$ cat src/hdl/cda_pkg.sv
package cda_pkg;

	localparam int CDA_YEAR_BITS  = 16;
	localparam int CDA_AMOUNT_W   = 16;
	localparam int CDA_STRIDE_W   = 10;
	localparam int CDA_DAY_W      = 5;
	localparam int CDA_MONTH_W    = 4;
	localparam int CDA_LYEAR_W    = 16;
	localparam int CDA_RES_W      = 9;
	localparam int CDA_RESET_YEAR = 2000;
	localparam int CDA_CYCLE      = 400;

	typedef enum logic [1:0] {
		OP_LOAD   = 2'd0,
		OP_DAYS   = 2'd1,
		OP_MONTHS = 2'd2,
		OP_YEARS  = 2'd3
	} op_t;

	typedef enum logic [2:0] {
		ST_IDLE,
		ST_LMOD,
		ST_LCHK,
		ST_RUN,
		ST_DONE
	} state_t;

	// Reduces a value below three times the 400-year cycle to its residue.
	function automatic logic [CDA_RES_W-1:0] mod400_small(input logic [10:0] v);
		logic [10:0] r;
		begin
			if (v >= 11'd800) begin
				r = v - 11'd800;
			end else if (v >= 11'd400) begin
				r = v - 11'd400;
			end else begin
				r = v;
			end
			return r[CDA_RES_W-1:0];
		end
	endfunction

	// Leap test from the two low year bits and the year's residue modulo 400.
	function automatic logic is_leap(input logic [1:0] ylow, input logic [CDA_RES_W-1:0] res);
		return (ylow == 2'd0) && (res != 9'd100) && (res != 9'd200) && (res != 9'd300);
	endfunction

	function automatic logic [CDA_DAY_W-1:0] days_in(input logic [CDA_MONTH_W-1:0] m,
			input logic leap);
		logic [CDA_DAY_W-1:0] d;
		begin
			case (m)
				4'd1, 4'd3, 4'd5, 4'd7, 4'd8, 4'd10, 4'd12: d = 5'd31;
				4'd4, 4'd6, 4'd9, 4'd11:                  d = 5'd30;
				4'd2:                                     d = leap ? 5'd29 : 5'd28;
				default:                                  d = 5'd0;
			endcase
			return d;
		end
	endfunction

endpackage

$ cat src/hdl/calendar_date_adder_core.sv
// Gregorian date register with date arithmetic.
//
// Input channel (in_valid / in_stall) carries one command: load a date, or add
// amount days, amount months, or amount steps of year_stride years. Output
// channel (out_valid / out_stall) returns one result per command: the date
// held after it, with load_error set when a load was rejected as invalid.
//
// One command is in work at a time; in_stall is high from the transfer until
// the result has been placed in the output register. An add command makes
// one day, month or year step per cycle through the shared year adder and
// its modulo-400 residue, then writes the result. A load first takes the
// modulo-400 residue of the loaded year, then makes the validity check and
// then writes the result. The result is shown from the next cycle and the
// next command may be taken while it still waits; a stalled receiver only
// holds back the command after that one.
//
// Reset sets the date to 1 January 2000 and empties the output register.
module calendar_date_adder_core
	import cda_pkg::*;
#(
	parameter int YEAR_BITS = CDA_YEAR_BITS
) (
	input  logic                    clk,
	input  logic                    arst_n,
	input  logic                    in_valid,
	output logic                    in_stall,
	input  logic [1:0]              op,
	input  logic [CDA_AMOUNT_W-1:0] amount,
	input  logic [CDA_STRIDE_W-1:0] year_stride,
	input  logic [CDA_DAY_W-1:0]    load_day,
	input  logic [CDA_MONTH_W-1:0]  load_month,
	input  logic [CDA_LYEAR_W-1:0]  load_year,
	output logic                    out_valid,
	input  logic                    out_stall,
	output logic [CDA_DAY_W-1:0]    day_out,
	output logic [CDA_MONTH_W-1:0]  month_out,
	output logic [CDA_LYEAR_W-1:0]  year_out,
	output logic                    load_error
);

	localparam logic [CDA_RES_W-1:0] WRAP_RES =
		CDA_RES_W'((64'd1 << YEAR_BITS) % 64'd400);
	localparam logic [CDA_RES_W-1:0] WRAP_ADJ = CDA_RES_W'(CDA_CYCLE) - WRAP_RES;
	localparam logic [CDA_LYEAR_W-1:0] LY_MASK = (YEAR_BITS >= CDA_LYEAR_W) ?
		{CDA_LYEAR_W{1'b1}} : CDA_LYEAR_W'((64'd1 << YEAR_BITS) - 64'd1);
	localparam logic [CDA_RES_W-1:0] RST_RES = CDA_RES_W'(CDA_RESET_YEAR % CDA_CYCLE);
	// (x * 2622) >> 16 equals x / 25 for every x below 4096.
	localparam logic [23:0] DIV25_K = 24'd2622;

	state_t state_q, state_nxt;

	logic [CDA_DAY_W-1:0]    cur_day_q;
	logic [CDA_MONTH_W-1:0]  cur_month_q;
	logic [YEAR_BITS-1:0]    cur_year_q;
	logic [CDA_RES_W-1:0]    yres_q;

	op_t                     op_q;
	logic [CDA_AMOUNT_W-1:0] cnt_q;
	logic [CDA_STRIDE_W-1:0] stride_q;
	logic [CDA_RES_W-1:0]    smod_q;
	logic [CDA_DAY_W-1:0]    ld_day_q;
	logic [CDA_MONTH_W-1:0]  ld_month_q;
	logic [CDA_LYEAR_W-1:0]  ld_year_q;
	logic [CDA_RES_W-1:0]    lres_q;
	logic [7:0]              lq_q;
	logic                    err_q;

	logic                    out_valid_q;
	logic [CDA_DAY_W-1:0]    day_out_q;
	logic [CDA_MONTH_W-1:0]  month_out_q;
	logic [CDA_LYEAR_W-1:0]  year_out_q;
	logic                    load_error_q;

	logic in_xfer, out_xfer, slot_free, done_fire;

	// Shared year adder with its residue tracking.
	logic [YEAR_BITS:0]      ysum;
	logic [YEAR_BITS-1:0]    ysum_year;
	logic [CDA_RES_W-1:0]    ysum_res;
	logic [CDA_RES_W-1:0]    add_res;
	logic                    ysum_leap;

	logic                    leap_cur, nm_wrap, mstep_leap, ld_leap, ld_bad;
	logic [CDA_MONTH_W-1:0]  nm_month;
	logic [CDA_DAY_W-1:0]    dim_cur, dim_mstep, dim_ystep, dim_ld;
	logic [CDA_LYEAR_W-1:0]  ly_in, lres_full;
	logic [23:0]             lq_prod;

	assign in_xfer   = in_valid && !in_stall;
	assign out_xfer  = out_valid_q && !out_stall;
	assign slot_free = !out_valid_q || !out_stall;

	// The year over 400 is the year over 16, then over 25.
	assign ly_in   = load_year & LY_MASK;
	assign lq_prod = {12'd0, ly_in[CDA_LYEAR_W-1:4]} * DIV25_K;

	always_comb begin
		if (op_q == OP_YEARS) begin
			ysum    = {1'b0, cur_year_q} + (YEAR_BITS+1)'(stride_q);
			add_res = smod_q;
		end else begin
			ysum    = {1'b0, cur_year_q} + (YEAR_BITS+1)'(1);
			add_res = CDA_RES_W'(1);
		end
		ysum_year = ysum[YEAR_BITS-1:0];
		// On a wrap the true sum lost 2^YEAR_BITS, so the residue takes that off too.
		ysum_res  = mod400_small(11'(yres_q) + 11'(add_res) +
			(ysum[YEAR_BITS] ? 11'(WRAP_ADJ) : 11'd0));
		ysum_leap = is_leap(ysum_year[1:0], ysum_res);
	end

	always_comb begin
		leap_cur   = is_leap(cur_year_q[1:0], yres_q);
		dim_cur    = days_in(cur_month_q, leap_cur);
		nm_wrap    = cur_month_q >= CDA_MONTH_W'(12);
		nm_month   = nm_wrap ? CDA_MONTH_W'(1) : cur_month_q + CDA_MONTH_W'(1);
		mstep_leap = nm_wrap ? ysum_leap : leap_cur;
		dim_mstep  = days_in(nm_month, mstep_leap);
		dim_ystep  = days_in(cur_month_q, ysum_leap);
		ld_leap    = is_leap(ld_year_q[1:0], lres_q);
		dim_ld     = days_in(ld_month_q, ld_leap);
		ld_bad     = (dim_ld == '0) || (ld_day_q == '0) || (ld_day_q > dim_ld);
		lres_full  = ld_year_q - CDA_LYEAR_W'(lq_q) * CDA_LYEAR_W'(CDA_CYCLE);
	end

	always_comb begin
		state_nxt = state_q;
		unique case (state_q)
			ST_IDLE: begin
				if (in_xfer) begin
					state_nxt = (op_t'(op) == OP_LOAD) ? ST_LMOD : ST_RUN;
				end
			end
			ST_LMOD: state_nxt = ST_LCHK;
			ST_LCHK: state_nxt = ST_DONE;
			ST_RUN: begin
				if (cnt_q == '0) begin
					state_nxt = ST_DONE;
				end
			end
			ST_DONE: begin
				if (slot_free) begin
					state_nxt = ST_IDLE;
				end
			end
			default: state_nxt = ST_IDLE;
		endcase
	end

	always_comb begin
		in_stall  = state_q != ST_IDLE;
		done_fire = (state_q == ST_DONE) && slot_free;
	end

	always_ff @(posedge clk or negedge arst_n) begin
		if (!arst_n) begin
			state_q     <= ST_IDLE;
			cur_day_q   <= CDA_DAY_W'(1);
			cur_month_q <= CDA_MONTH_W'(1);
			cur_year_q  <= YEAR_BITS'(CDA_RESET_YEAR);
			yres_q      <= RST_RES;
			out_valid_q <= 1'b0;
		end else begin
			state_q <= state_nxt;
			if (done_fire) begin
				out_valid_q <= 1'b1;
			end else if (out_xfer) begin
				out_valid_q <= 1'b0;
			end
			if (state_q == ST_LCHK && !ld_bad) begin
				cur_day_q   <= ld_day_q;
				cur_month_q <= ld_month_q;
				cur_year_q  <= YEAR_BITS'(ld_year_q);
				yres_q      <= lres_q;
			end
			if (state_q == ST_RUN && cnt_q != '0) begin
				case (op_q)
					OP_DAYS: begin
						if (cur_day_q >= dim_cur) begin
							cur_day_q   <= CDA_DAY_W'(1);
							cur_month_q <= nm_month;
							if (nm_wrap) begin
								cur_year_q <= ysum_year;
								yres_q     <= ysum_res;
							end
						end else begin
							cur_day_q <= cur_day_q + CDA_DAY_W'(1);
						end
					end
					OP_MONTHS: begin
						cur_month_q <= nm_month;
						if (nm_wrap) begin
							cur_year_q <= ysum_year;
							yres_q     <= ysum_res;
						end
						if (cur_day_q > dim_mstep) begin
							cur_day_q <= dim_mstep;
						end
					end
					default: begin
						cur_year_q <= ysum_year;
						yres_q     <= ysum_res;
						if (cur_day_q > dim_ystep) begin
							cur_day_q <= dim_ystep;
						end
					end
				endcase
			end
		end
	end

	always_ff @(posedge clk) begin
		if (in_xfer) begin
			op_q       <= op_t'(op);
			cnt_q      <= amount;
			stride_q   <= year_stride;
			smod_q     <= mod400_small(11'(year_stride));
			ld_day_q   <= load_day;
			ld_month_q <= load_month;
			ld_year_q  <= ly_in;
			lq_q       <= lq_prod[23:16];
			err_q      <= 1'b0;
		end
		if (state_q == ST_LMOD) begin
			// The remainder after taking off the whole 400-year cycles is below 400.
			lres_q <= lres_full[CDA_RES_W-1:0];
		end
		if (state_q == ST_LCHK) begin
			err_q <= ld_bad;
		end
		if (state_q == ST_RUN && cnt_q != '0) begin
			cnt_q <= cnt_q - CDA_AMOUNT_W'(1);
		end
		if (done_fire) begin
			day_out_q    <= cur_day_q;
			month_out_q  <= cur_month_q;
			year_out_q   <= CDA_LYEAR_W'(cur_year_q);
			load_error_q <= err_q;
		end
	end

	assign out_valid  = out_valid_q;
	assign day_out    = day_out_q;
	assign month_out  = month_out_q;
	assign year_out   = year_out_q;
	assign load_error = load_error_q;

	a_run_ends: assert property (@(posedge clk) disable iff (!arst_n)
		(state_q == ST_RUN && cnt_q == '0) |=> (state_q == ST_DONE))
		else $error("add command did not finish when its count ran out");

	a_date_sane: assert property (@(posedge clk) disable iff (!arst_n)
		(cur_day_q != '0) && (cur_day_q <= dim_cur) && (dim_cur != '0))
		else $error("held date is not a valid calendar date");

	a_res_range: assert property (@(posedge clk) disable iff (!arst_n)
		yres_q < CDA_RES_W'(CDA_CYCLE))
		else $error("year residue out of range");

	a_result_once: assert property (@(posedge clk) disable iff (!arst_n)
		done_fire |=> (state_q == ST_IDLE && out_valid_q))
		else $error("finished result not placed in output register");

endmodule

$ cat config.mk
export PLATFORM = sky130hd
export DESIGN_NAME = calendar_date_adder_core
export DESIGN_NICKNAME = d
export VERILOG_FILES = /design/src/hdl/cda_pkg.sv /design/src/hdl/calendar_date_adder_core.sv
export SDC_FILE = /design/constraint.sdc
export NUM_CORES = 1
export LEC_CHECK = 0
export BUFFER_PORTS_ARGS = -buffer_cell sky130_fd_sc_hd__buf_2
export CORE_MARGIN = 3
export CORE_UTILIZATION = 28
export DETAILED_ROUTE_END_ITERATION = 10
export MAX_ROUTING_LAYER = met4
export PLACE_DENSITY_LB_ADDON = 0.25
export SETUP_SLACK_MARGIN = 0.05
export SLEW_MARGIN = 20
export SYNTH_ARGS = -nofsm -noshare
export SYNTH_HDL_FRONTEND = slang
export SYNTH_SLANG_ARGS = --single-unit
export TNS_END_PERCENT = 10
$ cat constraint.sdc
create_clock -name clk -period 6.6 [get_ports clk]
set_clock_uncertainty 0.15 [all_clocks]
set_input_delay 1.32 -clock clk [delete_from_list [all_inputs] [get_ports clk]]
set_output_delay 1.32 -clock clk [all_outputs]
set_load 0.02 [all_outputs]
Word-level counts from Yosys, hierarchy flattened

Index checks and enable logic that the tools add are counted.

Word-level logic and storage cells: 187
Flip-flop bits (word level): 144

Muxes and demuxes: 48
$lt $le $gt $ge: 9
Add/sub/neg operators: 12
$mul: 2
Eq/ne operators: 55
Reduce and logical (&&, ||, !) cells: 41

Operators by type and width:

| kind                                                                    | count |
|---|---|
| 16-bit two-way mux                                                      | 6 |
| 9-bit two-way mux                                                       | 9 |
| 4-bit equality test, second input constant                              | 15 |
| 5-bit one-hot mux with 3 select lines                                   | 4 |
| 4-bit by 3-bit equality test with 1-bit output, second input constant   | 12 |
| 9-bit subtractor, second input constant                                 | 4 |
| 16-bit one-hot mux with 2 select lines                                  | 1 |
| 9-bit by 7-bit inequality test with 1-bit output, second input constant | 3 |
| 9-bit by 8-bit inequality test with 1-bit output, second input constant | 3 |
| 9-bit inequality test, second input constant                            | 3 |
| 5-bit two-way mux                                                       | 5 |
| 4-bit by 2-bit equality test with 1-bit output, second input constant   | 6 |
| 12-bit by 11-bit multiplier with 23-bit output, second input constant   | 1 |
| 7-bit OR reduction                                                      | 3 |
| 9-bit one-hot mux with 2 select lines                                   | 1 |
| 16-bit by 1-bit adder with 17-bit output, second input constant         | 1 |
| 16-bit by 10-bit adder with 17-bit output                               | 1 |
| 17-bit two-way mux                                                      | 1 |
| 16-bit logical NOT                                                      | 1 |
| 4-bit two-way mux                                                       | 4 |
| 16-bit nonzero test                                                     | 1 |
| 16-bit by 1-bit subtractor with 16-bit output, second input constant    | 1 |
| 5-bit greater-than comparator                                           | 3 |
| 3-bit one-hot mux with 5 select lines                                   | 1 |
| 35 further kinds                                                        | 77 |

Logic depth before layout (Yosys ltp)

Gate-level depths: netlist of run 1.

Depth after elaboration: 18
Mapped depth: 37
Depth with buffers taken out: 36

Least setup slack after synthesis of run 1

OpenSTA, ideal clock, no wires.

Path kind: reg2reg
Start point: reg op_q[0]
End point: reg cur_day_q[2]
Setup slack: -0.481 ns
Required time: 6.306 ns
Cell stages (with the launch flop): 38
Arrival time: 6.786 ns
Buffers on the path: 1
Library setup time: 0.144 ns
Cell sequence: edfxtp_1 -> ha_1 -> nand2b_1 -> ha_1 -> inv_1 -> fa_1 -> nor2b_1 -> o21ai_0 -> a21boi_0 -> o21ai_0 -> a21boi_0 -> o21ai_0 -> a21boi_0 -> o21bai_1 -> a21oi_1 -> fa_1 -> ha_1 -> buf_2 -> [2 not listed] -> and4bb_2 -> a31oi_1 -> nand4_1 -> a31oi_1 -> o31a_1 -> nor4b_1 -> nor3_1 -> a211oi_1 -> a41oi_1 -> o21ai_1 -> nand2_1 -> ha_1 -> nand2_1 -> o21ai_0 -> or2_2 -> nor2_1 -> a21o_1 -> a222oi_1

Cells in the longest elaborated chain, start to end: 18
Elaborated cells between the ends (all ways): 32
Classes of those cells: 4 x add/sub; 4 x order compare; 6 x eq/ne; 14 x mux; 4 x reduce/logical

Ends and longest elaborated chain:

| item                                                                                                     | RTL line                                                         | source |
|---|---|---|
| from (decl)                                                                                              | calendar_date_adder_core.sv:57                                   | `op_t op_q;` |
| from (signal assigned)                                                                                   | calendar_date_adder_core.sv:214                                  | `op_q <= op_t'(op);` |
| 2-bit equality test                                                                                      | calendar_date_adder_core.sv:98                                   | `if (op_q == OP_YEARS) begin` |
| 9-bit two-way mux / 17-bit two-way mux (equally long branches)                                           | calendar_date_adder_core.sv:98                                   |  |
| 9-bit by 9-bit adder with 10-bit output / 7-bit two-way mux (equally long branches)                      | calendar_date_adder_core.sv:107, calendar_date_adder_core.sv:108 |  |
| 10-bit by 7-bit adder with 11-bit output                                                                 | calendar_date_adder_core.sv:107                                  | `ysum_res = mod400_small(11'(yres_q) + 11'(add_res) +` |
| 9-bit subtractor / 11-bit by 9-bit greater-or-equal comparator with 1-bit output (equally long branches) | cda_pkg.sv:35, cda_pkg.sv:34                                     |  |
| 9-bit two-way mux                                                                                        | cda_pkg.sv:34                                                    | `end else if (v >= 11'd400) begin` |
| 9-bit two-way mux                                                                                        | cda_pkg.sv:32                                                    | `if (v >= 11'd800) begin` |
| 9-bit by 7-bit inequality test with 1-bit output                                                         | cda_pkg.sv:45                                                    | `return (ylow == 2'd0) && (res != 9'd100) && (res != 9'd200) && (res != 9'd300);` |
| 1-bit logical AND (3 in series)                                                                          | cda_pkg.sv:45                                                    |  |
| 1-bit two-way mux                                                                                        | calendar_date_adder_core.sv:117                                  | `mstep_leap = nm_wrap ? ysum_leap : leap_cur;` |
| 1-bit two-way mux                                                                                        | cda_pkg.sv:55                                                    | `4'd2: d = leap ? 5'd29 : 5'd28;` |
| 5-bit one-hot mux with 3 select lines                                                                    | cda_pkg.sv:52                                                    | `case (m)` |
| 5-bit greater-than comparator                                                                            | calendar_date_adder_core.sv:196                                  | `if (cur_day_q > dim_mstep) begin` |
| 5-bit two-way mux                                                                                        | calendar_date_adder_core.sv:196                                  |  |
| 5-bit one-hot mux with 2 select lines (*)                                                                | calendar_date_adder_core.sv:177                                  | `case (op_q)` |
| 5-bit two-way mux (*)                                                                                    | calendar_date_adder_core.sv:176                                  | `if (state_q == ST_RUN && cnt_q != '0) begin` |
| to (signal assigned)                                                                                     | calendar_date_adder_core.sv:187                                  | `cur_day_q <= cur_day_q + CDA_DAY_W'(1);` |
| to (signal assigned)                                                                                     | calendar_date_adder_core.sv:197                                  | `cur_day_q <= dim_mstep;` |
| to (signal assigned)                                                                                     | calendar_date_adder_core.sv:204                                  | `cur_day_q <= dim_ystep;` |
| to (decl)                                                                                                | calendar_date_adder_core.sv:52                                   | `logic [CDA_DAY_W-1:0] cur_day_q;` |

Mark *: on every way between the ends. The rest lies on a longest branch, timed or not.
A chain may end at the register's enable or synchronous reset.

Worst setup path after layout of run 1

Start point: reg op_q[0]
End point: reg cur_day_q[0]

Same word-level chain as after synthesis.

==> results of run 1 <==
-- state kept, by name, indices dropped and copies added (netlist names) --
name / count
lq_q: 5
smod_q: 5
month_out: 4
day_out: 5
cnt_q: 16
yres_q: 9
op_q: 2
ld_year_q: 16
ld_day_q: 5
load_error: 1
year_out: 16
out_valid: 1
err_q: 1
cur_month_q: 4
cur_year_q: 16
ld_month_q: 4
stride_q: 10
lres_q: 9
state_q: 3
cur_day_q: 5
-- worst max-delay path by stage --
| stage | depth (start not counted) | to | from |
|---|---|---|---|
| 2_1_floorplan | 37 | cur_day_q[2] | op_q[1] |
| 6_report | 36 | cur_day_q[0] | op_q[0] |
| 5_1_grt | 36 | cur_day_q[2] | op_q[0] |
| 4_1_cts | 35 | cur_day_q[3] | op_q[0] |
| 3_3_place_gp | 34 | cur_day_q[3] | op_q[1] |
| 3_5_place_dp | 35 | cur_day_q[3] | op_q[1] |
-- critical path, delay by kind of cell (launching register included) --
family          cells  cell delay (ps)
simple gates        8             1180
fa+ha+maj           7             1920
mux                 1              230
flops               1              430
buf+inv             2              160
xor+xnor            1              160
compound gates     17             2510
-- stage by stage --
stage / setup TNS, ps / hold slack (ps) / power [uW] / worst slack, ps / cells
after global routing: -3010 / 310 / 6130 / -640 / 1585
final: -892 / 286 / 5650 / -241 / 1585
after floorplan: 0 / 250 / 3550 / 50.9 / 973
after detailed placement: -2080 / 280 / 4500 / -472 / 1548
after global placement: -1330 / 257 / 4470 / -323 / 1548
after CTS: -832 / 293 / 5620 / -237 / 1581
-- routing by layer --
layer / vias up / global-route usage, % / routed length (um)
li1: 3733 / - / -
met1: 3691 / 17.2 / 11600
met2: 131 / 22.5 / 12700
met3: 29 / 1.81 / 718
met4: 0 / 3.72 / 366
met5: - / - / 0
-- synthesized netlist by cell type, drive strengths merged, types with 4 or more instances --
master  number
dfrtp       30
o211ai       4
a21o        16
dfstp        8
buf          9
a221oi       4
nand3       13
xor2        16
o21a        10
fa          45
xnor2       36
a21oi       40
and3         7
a31oi        8
edfxtp      99
o21ai       60
nor2b       11
nor3        16
clkbuf      12
nand2       71
nand2b      14
or4          6
nor4         7
inv        112
and2        16
nor3b        4
nor2        40
or2          4
a21boi       6
a211oi       6
nand4        4
o22ai       16
mux2i       33
a22oi        5
ha         138
-- timing repair --
action,4_1_cts,5_1_grt
pin swaps,6,25
buffers inserted,1,4
endpoints found under the hold margin,0,0
resized for setup,12,21
setup endpoints to repair,5,5
-- power breakdown --
group | switching (uW) | total (uW) | leakage [uW] | internal (uW)
sequential | 276 | 1610 | 0.00138 | 1330
combinational | 1670 | 3020 | 0.00380 | 1350
clock | 378 | 1020 | 0.000296 | 639
total | 2320 | 5650 | 0.00548 | 3330
-- logic make-up after synthesis --
kind of cell               share of synthesized area [%]
and+or+nand+nor                                     11.4
AOI/OAI and AO/OA                                   12.9
adders and majority gates                           25.2
DFF                                                 37.8
buffers and inverters                               4.89
xor gates and xnor gates                            4.52
muxes                                               3.28
-- final cells by class --
cell class	instances	area, um^2	area share [%]
well taps	468	586	4.67
inverters	112	420	3.35
flip-flops and latches	137	3930	31.4
repair buffers	133	792	6.31
multi-input cells	703	6200	49.4
clock buffers	19	443	3.53
clock inverters	13	174	1.39
==> flow_summary_export.csv, run 1 <==
group,metric,value,unit
timing,final_setup_fails,5,
synthesis,synthDistinctLibCells,76,
synthesis,ys_dominant_reg_cell,"sky130_fd_sc_hd__edfxtp_1",
pwr,pwr_density_cell,450,nW/um^2
job,drv.max_cap_violation_count,0,
setup_path,rrSetupSlack,-240,ps
global_route,gr-usage-all-layers,13.5,%
floorplanning,floorplan.core_area,36600,um^2
timing,worst_pin_slew,1080,ps
placed_design,gp_routability_congestion,0.834,
cts,clock_sink_count,137,
setup_path,crit_type,"reg2reg",
hold_path,holdCritPathClass,"reg2reg",
cts,hold_bufs_at_cts,0,
setup_path,crit_arrival,7040,ps
synthesis,postSynth.asyncResetShare,27.7,%
setup_path,r2r_cells,36,
pwr,power.static_leakage,0.00548,uW
placed_design,placed_cell_area,11700,um^2
floorplanning,fp-row-count,70,
setup_path,beginning_of_the_worst_register_to_register_path,"op_q[0]",
pwr,worst_ir_drop_vdd,224,uV
final_layout,layout.core_utilization,34.3,%
drt,count_of_nets_left_with_antenna_violations_after_detail_routing,0,
cts,insertion_delay,430,ps
synthesis,synth.yosys.seq_area_share,37.8,%
floorplanning,floorplan.die_area,39500,um^2
cts,ctsLongestPathBuffers,2,
final_layout,post_route_cells_drive_above_1_share,19.4,%
setup_path,crit-reg2reg-capture,"cur_day_q[0]",
global_route,grt.overflow.total,0,
cts,root_buffer_cell,"sky130_fd_sc_hd__clkbuf_16",
final_layout,fillCellCount,3714,
final_layout,final_common_cell,"sky130_fd_sc_hd__ha_1",
drt,drc,0,
timing,finalHoldViolations,0,
drt,initialDrtViolationCount,329,
cts,cts_tree,"yes",
synthesis,netlist_area,10400,um^2
floorplanning,die_height,199,um
global_route,grt_pass1_wl,40700,um
setup_path,critical_path_peak_fanout,6,
global_route,antenna_found_initial,0,
synthesis,postSynthRegisterBits,137,
cts,cts-htree-levels,4,
setup_path,crit_slowest_cell,"sky130_fd_sc_hd__fa_1",
timing,final_critical_path_setup_slack,-241,ps
setup_path,cp-start-kind,"flop",
final_layout,antennaDiodeCount,0,
floorplanning,initial_utilization,28.4,%
final_layout,layout_area_growth_over_synthesis,20.5,%
run_status,violations,"negative setup slack",
synthesis,syn_nets,1213,
placed_design,place.detailed.hpwl,19500,um
synthesis,synth_cells,973,
drt,detail_route.wirelength,25400,um
hold_path,timing.hold.worst_endpoint,"load_error",
final_layout,final_cell_mix,"sky130_fd_sc_hd__ha_1 (132), sky130_fd_sc_hd__inv_1 (111), sky130_fd_sc_hd__edfxtp_1 (99)",
synthesis,syn_area_per_cell,10.7,um^2
drt,viasPerCell,4.78,
setup_path,timing.critical_path.slowest_cell_delay,470,ps
synthesis,yosys.area.top_type,"sky130_fd_sc_hd__edfxtp_1",
timing,rsz_0062_raised_after_global_routing,"yes",
setup_path,crit_required,6800,ps
synthesis,netlist_top_cells_area,"sky130_fd_sc_hd__edfxtp_1 (29%), sky130_fd_sc_hd__ha_1 (17%), sky130_fd_sc_hd__fa_1 (8.7%)",
timing,timing.final.crit_period,6840,ps
floorplanning,io_pins,85,
cts,path_clk_slew,60,ps
setup_path,crit_path_end_kind,"flop",
floorplanning,floorplan.die.width,199,um
placed_design,portBuffers,84,
drt,drt-wirelength-per-cell,16.0,um
final_layout,fin_nets,1344,
synthesis,fraction_of_post_synthesis_cell_area_in_the_top_cell_type_by_area,28.5,%
global_route,first_global_vias,7588,
synthesis,synth-edff-count,99,
global_route,largest_net_degree_at_the_start_of_global_routing,48,
cts,numCtsBuffers,17,
final_layout,finalInstanceArea,12500,um^2
hold_path,min_delay_path_depth,0,
synthesis,synth.yosys.warnings,0,
timing,normalized_max_slew_margin,27.6,%
hold_path,worst_hold_startpoint,"err_q",
timing,min_period_over_period,104,%
drt,drtPass1Iterations,5,
timing,timing.fmax,146,MHz
run_status,status,"complete, but fails checks",
timing,maxSlewViolCount,0,
drt,detailroute.via_count,7584,
No activity file was read; power rests on OpenSTA's default activity.
==> inputs of run 2 (changes only) <==
- CORE_MARGIN: 3 -> not set
==> run 2 against run 1 <==
The flow still finishes with violations (negative setup slack); via count shrank 1.0%; register-to-register slack got worse by 30 ps; clock power hardly changed; largest cell class unchanged.
==> flow_summary_export.csv, run 2 (synthesis gave the netlist of run 1 again) <==
group,metric,value,unit
floorplanning,floorplan.core_area,36600,um^2
setup_path,rrSetupSlack,-270,ps
timing,finalHoldViolations,0,
timing,final_critical_path_setup_slack,-268,ps
final_layout,fin_nets,1348,
placed_design,portBuffers,84,
placed_design,gp_routability_congestion,0.825,
cts,cts_tree,"yes",
cts,insertion_delay,430,ps
run_status,violations,"negative setup slack",
placed_design,place.detailed.hpwl,19200,um
timing,timing.final.crit_period,6870,ps
setup_path,crit_path_top_cell_by_count,"sky130_fd_sc_hd__o21ai_2",
pwr,power.total,5610,uW
timing,worst_pin_slew,998,ps
global_route,grt_pass1_wl,40200,um
cts,clock_sink_count,137,
drt,drc,0,
drt,detailroute.via_count,7505,
run_status,status,"complete, but fails checks",
final_layout,fillCellCount,3719,
global_route,first_global_vias,7538,
setup_path,crit-reg2reg-capture,"cur_day_q[0]",
setup_path,critical_path_peak_fanout,6,
final_layout,post_route_cells_drive_above_1_share,20.1,%
timing,timing.fmax,146,MHz
pwr,power.static_leakage,0.00550,uW
floorplanning,initial_utilization,28.4,%
final_layout,antennaDiodeCount,0,
global_route,largest_net_degree_at_the_start_of_global_routing,48,
final_layout,final_common_cell,"sky130_fd_sc_hd__ha_1",
cts,hold_bufs_at_cts,0,
drt,initialDrtViolationCount,319,
final_layout,seqCellArea,3930,um^2
hold_path,timing.hold.worst_endpoint,"load_error",
drt,count_of_nets_left_with_antenna_violations_after_detail_routing,0,
floorplanning,floorplan.die_area,38000,um^2
hold_path,min_delay_path_depth,0,
floorplanning,io_pins,85,
setup_path,crit_arrival,7070,ps
timing,maxSlewViolCount,0,
setup_path,r2r_cells,36,
final_layout,layout_area_growth_over_synthesis,20.4,%
setup_path,timing.critical_path.slowest_cell_delay,490,ps
pwr,pwr_density_cell,448,nW/um^2
setup_path,cp-start-kind,"flop",
drt,drtPass1Iterations,4,
pwr,worst_ir_drop_vdd,194,uV
global_route,gr-usage-all-layers,13.8,%
hold_path,worst_hold_startpoint,"err_q",
floorplanning,die_height,195,um
setup_path,crit_required,6810,ps
global_route,grt.overflow.total,0,
drt,detail_route.wirelength,25000,um
timing,final.setup.tns,-1090,ps
timing,normalized_max_slew_margin,33.4,%
cts,cts-htree-levels,4,
floorplanning,floorplan.die.width,195,um
timing,rsz_0062_raised_after_global_routing,"yes",
job,drv.max_cap_violation_count,0,
timing,fin_worst_hold_slack,280,ps
drt,viasPerCell,4.72,
floorplanning,fp-row-count,70,
cts,numCtsBuffers,17,
setup_path,beginning_of_the_worst_register_to_register_path,"op_q[0]",
cts,path_clk_slew,70,ps
timing,min_period_over_period,104,%
setup_path,crit_slowest_cell,"sky130_fd_sc_hd__fa_1",
setup_path,crit_type,"reg2reg",
cts,ctsLongestPathBuffers,2,
cts,root_buffer_cell,"sky130_fd_sc_hd__clkbuf_16",
hold_path,holdCritPathClass,"reg2reg",
final_layout,multiInputGateArea,6150,um^2
drt,drt-wirelength-per-cell,15.7,um
global_route,antenna_found_initial,0,
timing,final_setup_fails,5,
final_layout,final_cell_mix,"sky130_fd_sc_hd__ha_1 (133), sky130_fd_sc_hd__inv_1 (111), sky130_fd_sc_hd__edfxtp_1 (99)",
setup_path,crit_path_end_kind,"flop",
==> run 2: changes by cell type in the layout (fill, tap and decap cells not counted), moves of 2 or more <==
cell and delta:
sky130_fd_sc_hd__clkinv_1 -3, sky130_fd_sc_hd__bufinv_16 -2, sky130_fd_sc_hd__inv_6 +7, sky130_fd_sc_hd__ha_4 -2, sky130_fd_sc_hd__a211oi_2 +2, sky130_fd_sc_hd__buf_4 +3
sky130_fd_sc_hd__clkinvlp_4 -2, sky130_fd_sc_hd__clkinv_2 -2, sky130_fd_sc_hd__nor3_2 +2, sky130_fd_sc_hd__inv_8 +2
==> run 2: worst max-delay path, delay by kind of cell, from the launching register on <==
family | cells | cell delay (ps)
AO/OA/AOI/OAI | 17 | 2480
adder cells (fa/ha/maj) | 7 | 2020
flip-flops | 1 | 390
XOR/XNOR | 1 | 160
buffers and inverters | 2 | 180
multiplexers | 1 | 220
AND/OR/NAND/NOR | 8 | 1190
==> run 2: how the worst max path moves through the flow <==
stage	start	end	slack [ps]	cells after the start
floorplan	op_q[1]	cur_day_q[2]	50	37
global placement	op_q[1]	cur_day_q[3]	-420	34
detailed placement	op_q[1]	cur_day_q[3]	-530	34
CTS	op_q[1]	cur_day_q[3]	-240	36
global route	op_q[0]	cur_day_q[3]	-740	36
finish	op_q[0]	cur_day_q[0]	-270	36
==> run 2: area by class of cell <==
cell class | instances | share of cell area [%]
clock inverter | 14 | 1.36
sequential | 137 | 31.4
multi-input combinational | 703 | 49.0
clock buffer | 18 | 3.59
inverter | 112 | 3.35
tap | 468 | 4.67
timing repair buffer | 137 | 6.62
==> run 2: routing by layer <==
| layer | vias to the layer above | global-route usage [%] | wire length, um |
|---|---|---|---|
| li1 | 3765 | - | - |
| met1 | 3623 | 17.5 | 11700 |
| met2 | 97 | 23.1 | 12400 |
| met3 | 20 | 2.05 | 689 |
| met4 | 0 | 3.35 | 246 |
| met5 | - | - | 0 |
==> run 2: where the power goes <==
part | internal (uW) | switching, uW | total [uW]
Clock | 596 | 419 | 1020
Combinational | 1350 | 1640 | 2990
Sequential | 1330 | 272 | 1600
==> run 2: repair_timing <==
action | CTS | global route
resized for setup | 14 | 14
gates cloned | 0 | 0
pin swaps | 14 | 22
setup endpoints to repair | 5 | 5
buffers inserted | 2 | 6
==> run 2: stage by stage <==
stage	instance area, um^2	setup WS [ps]	utilization [%]	instances
global placement	11700	-416	32.0	1548
finish	12500	-268	34.2	1589
global route	12500	-741	34.2	1589
CTS	12400	-239	33.9	1582
floorplan	10500	50.9	-	973
detailed placement	11700	-532	32.0	1548
==> inputs of run 3 (changes only) <==
- CORE_ASPECT_RATIO: not set -> 2
==> run 3 against run 2 <==
The flow finishes with violations (design-rule violations, negative setup slack); register-to-register slack barely moved; clock-buffer cell count rose by 2; highest routed layer unchanged; design area fell by 0.58%; power fell by 0.51%; cell count fell by 0.94%; clock power fell by 8%; first-iteration DRC count rose by 20%; global-route usage rose by 1.9 points; worst hold slack improved by 2.8 ps.
==> flow_summary_export.csv, run 3 (synthesis gave the netlist of run 1 again) <==
group,metric,value,unit
hold_path,holdCritPathClass,"reg2reg",
hold_path,min_delay_path_depth,0,
placed_design,portBuffers,84,
cts,path_clk_slew,60,ps
placed_design,placed_cell_area,11700,um^2
pwr,total_switching_power,2370,uW
timing,timing.fmax,146,MHz
cts,hold_bufs_at_cts,0,
final_layout,seqCellArea,3930,um^2
floorplanning,floorplan.die_area,38000,um^2
floorplanning,io_pins,85,
cts,insertion_delay,440,ps
cts,cts-htree-levels,4,
setup_path,crit_required,6780,ps
drt,count_of_nets_left_with_antenna_violations_after_detail_routing,0,
pwr,pwr_density_cell,448,nW/um^2
timing,maxSlewViolCount,0,
pwr,p_clk_share,16.7,%
job,drv.max_cap_violation_count,0,
placed_design,gp_routability_congestion,0.830,
drt,initialDrtViolationCount,383,
global_route,antenna_found_initial,0,
timing,final_setup_fails,5,
timing,final_critical_path_setup_slack,-267,ps
global_route,gr-usage-all-layers,15.7,%
setup_path,crit_arrival,7040,ps
placed_design,place.detailed.hpwl,22300,um
final_layout,fin_nets,1347,
floorplanning,initial_utilization,28.5,%
final_layout,post_route_cells_drive_above_1_share,19.8,%
timing,finalHoldViolations,0,
global_route,grt_pass1_wl,43600,um
pwr,comb_power_share,54.4,%
cts,cts_tree,"yes",
final_layout,finalInstanceArea,12500,um^2
run_status,violations,"design-rule violations, negative setup slack",
pwr,power.total,5580,uW
timing,min_period_over_period,104,%
floorplanning,die_height,275,um
floorplanning,fp-row-count,99,
global_route,grt.overflow.total,0,
cts,numCtsBuffers,17,
run_status,status,"complete, but fails checks",
global_route,first_global_vias,8254,
timing,worst_pin_slew,1030,ps
drt,drtPass1Iterations,8,
floorplanning,floorplan.die.width,138,um
global_route,largest_net_degree_at_the_start_of_global_routing,48,
setup_path,r2r_cells,36,
placed_design,dp_slack,-607,ps
drt,viasPerCell,4.89,
floorplanning,floorplan.core_area,36500,um^2
timing,fin_worst_hold_slack,283,ps
final_layout,final_common_cell,"sky130_fd_sc_hd__ha_1",
pwr,worst_ir_drop_vdd,164,uV
timing,final.setup.tns,-1070,ps
setup_path,cp-start-kind,"flop",
final_layout,multiInputGateArea,6160,um^2
drt,drt-wirelength-per-cell,17.6,um
pwr,switching_share,42.4,%
setup_path,timing.critical_path.slowest_cell_delay,480,ps
cts,clock_sink_count,137,
setup_path,crit_path_top_cell_by_count,"sky130_fd_sc_hd__o21ai_2",
timing,rsz_0062_raised_after_global_routing,"yes",
final_layout,fillCellCount,3671,
timing,normalized_max_slew_margin,31.1,%
drt,drc,10,
pwr,seq_power_share,28.9,%
drt,detail_route.wirelength,27600,um
setup_path,crit_slowest_cell,"sky130_fd_sc_hd__fa_1",
setup_path,crit_path_end_kind,"flop",
drt,detailroute.via_count,7696,
pwr,power_report.internal_total,3220,uW
cts,root_buffer_cell,"sky130_fd_sc_hd__clkbuf_16",
cts,ctsLongestPathBuffers,2,
setup_path,crit_type,"reg2reg",
final_layout,layout_area_growth_over_synthesis,19.7,%
pwr,power.static_leakage,0.00545,uW
timing,timing.final.crit_period,6870,ps
final_layout,final_cell_mix,"sky130_fd_sc_hd__ha_1 (134), sky130_fd_sc_hd__inv_1 (111), sky130_fd_sc_hd__edfxtp_1 (99)",
final_layout,antennaDiodeCount,0,
setup_path,critical_path_peak_fanout,6,
-- run 3: changes by cell type in the layout (fill, tap and decap cells not counted), moves of 2 or more --
cell / previous run / this run
sky130_fd_sc_hd__nor3_1: 11 / 13
sky130_fd_sc_hd__clkinv_4: 1 / 4
sky130_fd_sc_hd__clkbuf_8: 0 / 2
sky130_fd_sc_hd__inv_6: 9 / 2
sky130_fd_sc_hd__clkinvlp_4: 0 / 2
sky130_fd_sc_hd__nor3_2: 5 / 2
-- run 3: layer usage --
| layer | global-route usage [%] | vias to the layer above | wire length [um] |
|---|---|---|---|
| met5 | - | - | 0 |
| met4 | 10.2 | 0 | 1660 |
| met3 | 2.05 | 62 | 686 |
| met2 | 31.4 | 126 | 16300 |
| met1 | 13.4 | 3767 | 8970 |
| li1 | - | 3741 | - |
-- run 3: power by group through the flow --
stage          combinational (uW)  sequential [uW]  clock, uW
6_report                     3040             1610        934
5_1_grt                      3420             1650        997
4_1_cts                      3020             1620        957
3_5_place_dp                 2970             1630          0
3_3_place_gp                 2930             1630          0
2_1_floorplan                1980             1560          0
-- run 3: worst paths after layout --
path | start | slack, ps | end
max | op_q[0] | -270 | cur_day_q[3]
min | err_q | 280 | load_error
max reg2reg | op_q[0] | -270 | cur_day_q[3]
min reg2reg | err_q | 280 | load_error
max in group asynchronous | arst_n | 5060 | yres_q[3]
min in group asynchronous | arst_n | 820 | out_valid
-- run 3: worst max-delay path, delay by kind of cell (launching register included) --
family	cells	cell delay (ps)
AOI/OAI and AO/OA	17	2540
adders and majority gates	7	2070
and+or+nand+nor	10	1340
DFF	1	400
xor gates and xnor gates	1	180
buffers and inverters	1	40
-- run 3: stage by stage --
stage	cells	util, %
2_1_floorplan	973	-
3_3_place_gp	1538	32.1
3_5_place_dp	1538	32.1
4_1_cts	1570	33.8
5_1_grt	1574	34.1
6_report	1574	34.1
-- run 3: timing repair --
item / in CTS / in global routing
gates cloned: 0 / 0
setup endpoints to repair: 5 / 5
buffers inserted: 0 / 4
resized for setup: 10 / 18
endpoints found under the hold margin: 0 / 0
pin swaps: 4 / 21
-- run 3: area by class of cell --
type                       instances  share of cell area, %
sequential                       137                   31.6
clock inverter                    12                  0.944
timing repair buffer             136                   6.51
clock buffer                      20                   3.66
multi-input combinational        703                   49.4
inverter                         112                   3.37
tap                              454                   4.56
